--- src/rtl/dsrm_pkg.sv ---
// ----------------------------------------------------------------------------
// dsrm_pkg: shared types and constants of the dot-star matcher
// Holds the command codes, the special pattern bytes, the item structs and
// the structs that run between the matcher cells.
// ----------------------------------------------------------------------------
package dsrm_pkg;

    // Largest pattern the cell row can hold.
    localparam int PATTERN_MAX = 32;
    // Width of the pattern length count, which must reach PATTERN_MAX itself.
    localparam int LEN_W = $clog2(PATTERN_MAX + 1);

    // Command codes carried by an input item.
    localparam logic [1:0] CMD_CLEAR   = 2'd0;
    localparam logic [1:0] CMD_APPEND  = 2'd1;
    localparam logic [1:0] CMD_START   = 2'd2;
    localparam logic [1:0] CMD_SUBJECT = 2'd3;

    // Pattern bytes with a special meaning.
    localparam logic [7:0] STAR_BYTE = 8'h2A;
    localparam logic [7:0] DOT_BYTE  = 8'h2E;

    // One input item.
    typedef struct packed {
        logic [1:0] cmd;
        logic [7:0] data_byte;
    } t_in_item;

    // One result item.
    typedef struct packed {
        logic matched;
        logic pattern_error;
    } t_out_item;

    // Per-cell control, decoded once in the top level.
    typedef struct packed {
        logic row_en;      // update the row bit this cycle
        logic wr_en;       // this cell takes the appended pattern byte
        logic active;      // cell index lies within the new pattern length
        logic first;       // cell holds pattern position one
        logic empty_mode;  // compute the row for the empty subject
    } t_cell_ctrl;

    // Data handed from one cell to the next one up the row.
    typedef struct packed {
        logic       bit_new;       // new row bit of the sending cell
        logic       bit_new_prev;  // new row bit one position lower
        logic       bit_old;       // stored row bit of the sending cell
        logic [7:0] pat;           // pattern byte of the sending cell
    } t_cell_link;

endpackage

--- src/rtl/dsrm_cell.sv ---
// ----------------------------------------------------------------------------
// dsrm_cell: one position of the matcher row
// Holds one pattern byte and one match bit, and computes the new match bit
// from its neighbor below and the current subject byte.
// ----------------------------------------------------------------------------
module dsrm_cell (
    input  logic                 i_clk,
    input  logic                 i_rst_n,
    input  dsrm_pkg::t_cell_ctrl i_ctrl,
    input  logic [7:0]           i_data_byte,
    input  dsrm_pkg::t_cell_link i_link,
    output dsrm_pkg::t_cell_link o_link
);
    import dsrm_pkg::*;

    logic [7:0] r_pat;
    logic       r_bit;
    logic [7:0] n_pat_eff;
    logic       n_bit;
    logic       fits_self;
    logic       fits_prev;

    // The byte being appended is seen at once, so the empty-subject row
    // already reflects the longer pattern.
    assign n_pat_eff = i_ctrl.wr_en ? i_data_byte : r_pat;
    assign fits_self = (n_pat_eff == DOT_BYTE) || (n_pat_eff == i_data_byte);
    assign fits_prev = (i_link.pat == DOT_BYTE) || (i_link.pat == i_data_byte);

    // New match bit. A star either skips its element (two positions down in
    // the new row) or repeats the element below it once more.
    always_comb begin
        if (!i_ctrl.active) begin
            n_bit = 1'b0;
        end else if (n_pat_eff != STAR_BYTE) begin
            n_bit = !i_ctrl.empty_mode && i_link.bit_old && fits_self;
        end else if (i_ctrl.first) begin
            n_bit = 1'b0;
        end else begin
            n_bit = i_link.bit_new_prev ||
                    (!i_ctrl.empty_mode && fits_prev && r_bit);
        end
    end

    // Row bit register.
    always_ff @(posedge i_clk) begin
        if (!i_rst_n) begin
            r_bit <= 1'b0;
        end else if (i_ctrl.row_en) begin
            r_bit <= n_bit;
        end
    end

    // Pattern byte register.
    always_ff @(posedge i_clk) begin
        if (i_ctrl.wr_en) begin
            r_pat <= i_data_byte;
        end
    end

    // Hand the results up to the next cell.
    assign o_link.bit_new      = n_bit;
    assign o_link.bit_new_prev = i_link.bit_new;
    assign o_link.bit_old      = r_bit;
    assign o_link.pat          = n_pat_eff;

endmodule

--- src/rtl/dsrm_out_skid.sv ---
// ----------------------------------------------------------------------------
// dsrm_out_skid: output register with a skid entry
// Holds up to two result items so the matcher keeps taking input items while
// the downstream side stalls, until the skid entry is full as well.
// ----------------------------------------------------------------------------
module dsrm_out_skid (
    input  logic                i_clk,
    input  logic                i_rst_n,
    input  logic                i_res_valid,
    input  dsrm_pkg::t_out_item i_res,
    output logic                o_full,
    output logic                o_out_valid,
    input  logic                i_out_stall,
    output dsrm_pkg::t_out_item o_out_item
);
    import dsrm_pkg::*;

    logic      r_out_valid;
    logic      r_skid_valid;
    t_out_item r_out;
    t_out_item r_skid;
    logic      out_take;

    assign out_take = r_out_valid && !i_out_stall;

    // Valid flags. A new result only arrives while the skid entry is empty.
    always_ff @(posedge i_clk) begin
        if (!i_rst_n) begin
            r_out_valid  <= 1'b0;
            r_skid_valid <= 1'b0;
        end else if (r_skid_valid) begin
            if (out_take) begin
                r_skid_valid <= 1'b0;
            end
        end else if (i_res_valid) begin
            if (r_out_valid && !out_take) begin
                r_skid_valid <= 1'b1;
            end
            r_out_valid <= 1'b1;
        end else if (out_take) begin
            r_out_valid <= 1'b0;
        end
    end

    // Payload registers.
    always_ff @(posedge i_clk) begin
        if (r_skid_valid) begin
            if (out_take) begin
                r_out <= r_skid;
            end
        end else if (i_res_valid) begin
            if (r_out_valid && !out_take) begin
                r_skid <= i_res;
            end else begin
                r_out <= i_res;
            end
        end
    end

    assign o_full      = r_skid_valid;
    assign o_out_valid = r_out_valid;
    assign o_out_item  = r_out;

endmodule

--- src/rtl/dot_star_regex_matcher_top.sv ---
// ----------------------------------------------------------------------------
// dot_star_regex_matcher_top: streaming whole-string dot-star matcher
// Loads a pattern of literal bytes, '.' and 'x*' into a row of cells and
// reports, after each subject byte, whether the subject matches it fully.
// ----------------------------------------------------------------------------
// The block takes one item per clock cycle unless the input stalls: clear,
// append a pattern byte, start a subject, or feed a subject byte. Start and
// subject-byte items each give one result, registered in the output queue;
// clear and append give none. All cells of the row update together, and the
// cycle time is set by the match bit that ripples through consecutive star
// positions from the bottom of the row to the top. A two-entry output queue
// lets input items keep flowing while the output side stalls; the input
// stalls only when both entries are full. A leading star or an append beyond
// 32 bytes sets a sticky error that forces no match until the next clear.
module dot_star_regex_matcher_top (
    input  logic               i_clk,
    input  logic               i_rst_n,
    input  logic               i_in_valid,
    output logic               o_in_stall,
    input  dsrm_pkg::t_in_item i_in_item,
    output logic               o_out_valid,
    input  logic               i_out_stall,
    output dsrm_pkg::t_out_item o_out_item
);
    import dsrm_pkg::*;

    logic [LEN_W-1:0] r_len;
    logic [LEN_W-1:0] n_len;
    logic             r_err;
    logic             n_err;
    logic             r_row0;
    logic             n_row0;
    logic             accept;
    logic             full;
    logic             q_full;
    logic             is_append;
    logic             row_en;
    logic             empty_mode;
    logic             res_valid;
    t_out_item        res;
    logic [PATTERN_MAX:0] new_bits;
    t_cell_link       links [PATTERN_MAX+1];
    t_cell_ctrl       ctrls [PATTERN_MAX];

    // Input handshake and command decode.
    assign o_in_stall = q_full;
    assign accept     = i_in_valid && !q_full;
    assign full       = (r_len == LEN_W'(PATTERN_MAX));
    assign is_append  = (i_in_item.cmd == CMD_APPEND);
    assign row_en     = accept && !(is_append && full);
    assign empty_mode = (i_in_item.cmd != CMD_SUBJECT);
    assign res_valid  = accept &&
                        ((i_in_item.cmd == CMD_START) || (i_in_item.cmd == CMD_SUBJECT));

    // Next pattern length and error flag.
    always_comb begin
        n_len = r_len;
        n_err = r_err;
        unique case (i_in_item.cmd)
            CMD_CLEAR: begin
                n_len = '0;
                n_err = 1'b0;
            end
            CMD_APPEND: begin
                if (full) begin
                    n_err = 1'b1;
                end else begin
                    n_len = r_len + LEN_W'(1);
                    if ((r_len == '0) && (i_in_item.data_byte == STAR_BYTE)) begin
                        n_err = 1'b1;
                    end
                end
            end
            CMD_START, CMD_SUBJECT: begin
                n_len = r_len;
            end
            default: begin
                n_len = r_len;
            end
        endcase
    end

    // Row bit zero: the empty prefix matches only the empty subject.
    assign n_row0 = empty_mode;

    // Control state.
    always_ff @(posedge i_clk) begin
        if (!i_rst_n) begin
            r_len  <= '0;
            r_err  <= 1'b0;
            r_row0 <= 1'b1;
        end else if (accept) begin
            r_len <= n_len;
            r_err <= n_err;
            if (row_en) begin
                r_row0 <= n_row0;
            end
        end
    end

    // Bottom of the chain stands in for row position zero.
    assign links[0].bit_new      = n_row0;
    assign links[0].bit_new_prev = 1'b0;
    assign links[0].bit_old      = r_row0;
    assign links[0].pat          = 8'h00;
    assign new_bits[0]           = n_row0;

    // Row of cells, one per pattern position.
    for (genvar j = 1; j <= PATTERN_MAX; j++) begin : g_cell
        assign ctrls[j-1].row_en     = row_en;
        assign ctrls[j-1].wr_en      = accept && is_append && !full &&
                                       (r_len == LEN_W'(j - 1));
        assign ctrls[j-1].active     = (LEN_W'(j) <= n_len);
        assign ctrls[j-1].first      = (j == 1);
        assign ctrls[j-1].empty_mode = empty_mode;

        dsrm_cell u_cell (
            .i_clk       (i_clk),
            .i_rst_n     (i_rst_n),
            .i_ctrl      (ctrls[j-1]),
            .i_data_byte (i_in_item.data_byte),
            .i_link      (links[j-1]),
            .o_link      (links[j])
        );

        assign new_bits[j] = links[j].bit_new;
    end

    // Result: the bit at the pattern length, masked by the error flag.
    assign res.matched       = new_bits[r_len] && !r_err;
    assign res.pattern_error = r_err;

    // Output queue.
    dsrm_out_skid u_out (
        .i_clk       (i_clk),
        .i_rst_n     (i_rst_n),
        .i_res_valid (res_valid),
        .i_res       (res),
        .o_full      (q_full),
        .o_out_valid (o_out_valid),
        .i_out_stall (i_out_stall),
        .o_out_item  (o_out_item)
    );

endmodule

--- config.mk ---
export PLATFORM = sky130hd
export DESIGN_NAME = dot_star_regex_matcher_top
export DESIGN_NICKNAME = d
export VERILOG_FILES = /design/src/rtl/dsrm_pkg.sv /design/src/rtl/dsrm_cell.sv /design/src/rtl/dsrm_out_skid.sv /design/src/rtl/dot_star_regex_matcher_top.sv
export SDC_FILE = /design/constraint.sdc
export NUM_CORES = 1
export LEC_CHECK = 0
export BUFFER_PORTS_ARGS = -buffer_cell sky130_fd_sc_hd__buf_2
export CORE_ASPECT_RATIO = 1.1
export CORE_MARGIN = 2
export CORE_UTILIZATION = 35
export CTS_CLUSTER_DIAMETER = 100
export DETAILED_ROUTE_END_ITERATION = 8
export SYNTH_ARGS = -nofsm -noshare
export SYNTH_HDL_FRONTEND = slang
export SYNTH_SLANG_ARGS = --single-unit
--- constraint.sdc ---
create_clock -name i_clk -period 4.2 [get_ports i_clk]
set_input_delay 0.84 -clock i_clk [delete_from_list [all_inputs] [get_ports i_clk]]
set_output_delay 0.84 -clock i_clk [all_outputs]
set_load 0.1 [all_outputs]
==> metrics.md <==
| Metric | Value |
|---|---|
| Setup WS post-layout | -0.000878 ns |
| Worst reg2reg path depth | 16 |
| R2R Path End | u_out.o_out_item[1] |
| Share of post-route cells with drive strength above 1 | 33.9% |
| Root buffer cell | clkbuf_16 |
| Drt first pass iters | 6 |
| Tightest Pin Transition | 0.636 ns |
| WHS Endpoint | u_out.r_skid[0] |
| Main combinational cell family by area after synthesis | simple AND/OR/NAND/NOR gates |
| Post-DR wirelength/cell | around 20 um |
| Hold Path Class | flop to flop |
| # rows | between 80 and 90 |
| Asr flop ratio synth | 0% |
| Crit path max fanout | 5 |
| Largest net degree at the start of global routing | 39 |
| Global-route wire length before repair | roughly 90000 um |
| Drt total wl | around 59000 um |
| Die Wd | about 220 um |
| Max Clock Skew | roughly 0.013 ns |
| Port bufs | 17 |
| Final Critical Period | roughly 4.2 ns |
| Number of global-route vias before repair | roughly 16k |
| Max Slew Vio Count | 0 |
| I/O pins | 18 |
| Vias/cell | ~5.4 |
| Max incr delay on CP | 0.60 ns |
| Clock Latency Late Sink | ~0.54 ns |
| Max IR drop VDD | 0.206 mV |
| Leak | between 0.009 and 0.01 uW |
| Worst-path clk slew | 0.06 ns |
| Setup violators final | 1 |
| CTS sink cnt | between 300 and 400 |
| H-tree depth | 2 |
| Worst Setup End Kind | flop |
| Hold buffer count at cts | 0 |
| Max Cap Viol | 0 |
| Post-Syn Nets | roughly 2k |
| GRT Residual Overflow | 0 |
| Clock Tree Buf Depth | 3 |
| Hpwl dp | between 40000 and 50000 um |
| FMAX | between 0.2 and 0.25 GHz |
| DIE AREA | between 50000 and 60000 um2 |
| Failing checks | negative setup slack |
| Hold wc startpoint | r_err |
| Top FF cell, synth | dfxtp_1 |
| Netlist cell types | roughly 110 |
| #FFs+latches synth | a little over 300 |
| Final Cell Area | approximately 23000 um2 |
| CTS Buf Count | 35 |
| Synth Area in Simple Gates | ~20% |
| CP dominant cell by count | buf_4 |
| Crit start category | input pin |
| Post-synth EDFFs | 4 |
| Core ar. | ~50000 um2 |
| # diodes | 0 |
| P&R area growth vs syn | 29.8% |
| TritonCTS clock tree | yes |
| # DRC | 0 |
| Antenna violations before repair | 0 |
| Fillers | roughly 4.8k |
| Status | complete, but fails checks |
| Die Ht | 240 um |
| Hold Path Depth | 0 |
| Critical-path cell list | buf_4 -> or4b_4 -> or3_4 -> buf_4 -> buf_4 -> nor2_1 -> a31oi_1 -> or3_1 -> and2_1 -> a311oi_1 -> buf_4 -> o31a_1 -> nor3_1 -> o211ai_1 -> o21ai_2 -> mux2_4 |
| Data arrival, critical path | 4.48 ns |
| Post-Syn Area | ~18000 um2 |
| Routed via count | 16.2k |
| Final hold violation count | 0 |
| Slowest CP cell | or4b_4 |
| DR iter-0 viols | between 1k and 1.5k |
| Fin nets | between 2k and 2.5k |
| Family with the most delay on the worst path | simple AND/OR/NAND/NOR gates |
| Fin util | 45.9% |
| Slew margin rel. | between 50% and 60% |
| FF-to-FF Start | r_len[0] |
| Ys Warns | 0 |
| Critical path class | input pin to flop |
| Area of the multi-input gates | 11100 um2 |
| CP required | 4.48 ns |
| Sequential-to-total area share from yosys stat | about a third |
| Mux cell area share after synthesis | 14.0% |
| Design Power | slightly below 7000 uW |
| Synth Area per Inst | around 9.0 um2 |
| R2R setup slack | 0.02 ns |
| Adder-Cell Fraction of Synth Area | less than 1% |
| Post-route antenna net violation count | 0 |
| Total GRT Usage | 22.0% |
| RSZ-0062 raised after global routing | true |
| Gpl congestion | between 1 and 1.5 |
| Mapped Cells | between 1.5k and 2k |
| XOR/XNOR share of the synthesized area | between 10% and 20% |
| Post-synthesis compound-gate area fraction | 14.1% |
| DP Area | about 21000 um2 |
| Final worst path period share | 100% |
| Power density cells | ~300 nW/um2 |
| Buf/Inv on CP | 4 |
| Reg area | between 6000 and 7000 um2 |
| Starting Density | 35.4% |
==> cell type report <==
class / count / share of cell area, %
flip-flops and latches: 302 / 26.5
multi-input cells: 1492 / 48.3
inverters: 46 / 0.751
clock buffers: 45 / 4.33
well taps: 660 / 3.59
clock inverters: 19 / 0.953
repair buffers: 417 / 15.5
==> cells in the mapped netlist, drive strengths merged, types with 7 or more instances <==
cell type / n / area, um2
nand2b: 19 / 126
dfxtp: 298 / 5970
a221oi: 7 / 92.6
nor4: 50 / 328
a211oi: 18 / 140
xor2: 156 / 1370
or2: 7 / 43.8
inv: 45 / 169
a21oi: 102 / 514
nor3: 31 / 183
o21a: 9 / 67.6
xnor2: 98 / 858
nor2b: 13 / 81.3
and2: 15 / 93.8
a22oi: 9 / 67.6
buf: 78 / 440
or4: 10 / 75.1
nand3: 38 / 218
o22ai: 10 / 62.6
clkbuf: 59 / 221
nor2: 101 / 403
a311oi: 8 / 87.6
mux2: 198 / 2230
a31oi: 16 / 106
nand4b: 17 / 149
o21ai: 70 / 358
nor4b: 13 / 120
a21o: 13 / 97.6
o211ai: 20 / 165
and3: 12 / 75.1
mux2i: 21 / 223
nand4: 58 / 415
or3: 11 / 68.8
nand2: 226 / 848
o31ai: 7 / 62.6
a21boi: 8 / 60.1
==> power breakdown <==
group,total (uW),internal (uW),switching (uW)
logic,712,316,397
registers,3000,2940,60.2
clock network,3200,1930,1270
total,6920,5190,1730
==> flip-flops by register name, summed over array words and instances, names as in the netlist <==
register,count
g_cell.u_cell.r_pat,256
g_cell.u_cell.r_bit,32
r_len,6
u_out.o_out_item,2
u_out.r_skid,2
r_err,1
r_row0,1
u_out.o_full,1
u_out.o_out_valid,1
==> metal layers <==
metal | vias up | GRT usage, % | wire [um]
li1 | 7726 | - | -
met1 | 7865 | 28.6 | 25800
met2 | 442 | 37.1 | 27700
met3 | 126 | 2.86 | 3050
met4 | 0 | 7.67 | 2110
met5 | - | 0 | 0
==> cell families after synthesis <==
kind of cell	Yosys count
buffers and inverters	183
multiplexers	220
XOR/XNOR	254
flip-flops	302
AND/OR/NAND/NOR	654
adder cells (fa/ha/maj)	4
AO/OA/AOI/OAI	360
==> worst max-delay path by stage <==
stage | depth (start not counted) | endpoint | startpoint | slack [ns]
finish | 16 | u_out.o_out_item[1] | i_in_item[6] | -0.0009
global route | 16 | u_out.o_out_item[1] | i_in_item[6] | -0.01
CTS | 13 | u_out.o_out_item[1] | i_in_item[6] | 0.006
detailed placement | 15 | u_out.o_out_item[1] | i_in_item[6] | -0.67
global placement | 15 | u_out.o_out_item[1] | i_in_item[9] | -0.63
floorplan | 15 | u_out.o_out_item[1] | i_in_item[6] | -0.12
==> placed cells by master, fill, tap and decap left out, types with 27 or more instances in the layout <==
cell type	n
o21ai_0	59
nor4_1	46
buf_4	364
xnor2_1	98
nand3_1	33
nor2_1	93
mux2_2	196
buf_12	34
nand2_1	225
dfxtp_1	294
clkbuf_16	37
inv_1	44
xor2_1	156
nor3_1	27
a21oi_1	96
nand4_1	51
==> through the flow <==
step,worst slack [ns],setup TNS [ns],cells,hold slack [ns]
after floorplan,-0.123,-0.123,1977,0.408
after global placement,-0.627,-2.25,2901,0.421
after detailed placement,-0.672,-2.56,2901,0.424
after CTS,0.00615,0,2970,0.438
after global routing,-0.0149,-0.0149,2981,0.458
final,-0.000878,-0.000878,2981,0.440
==> timing repair <==
action,in CTS,in global routing
pin swaps,3,23
gates cloned,0,1
endpoints found under the setup margin,2,3
setup buffers,5,10
gates resized for setup,24,49
Note: power is estimated with default switching activity, not from simulation.
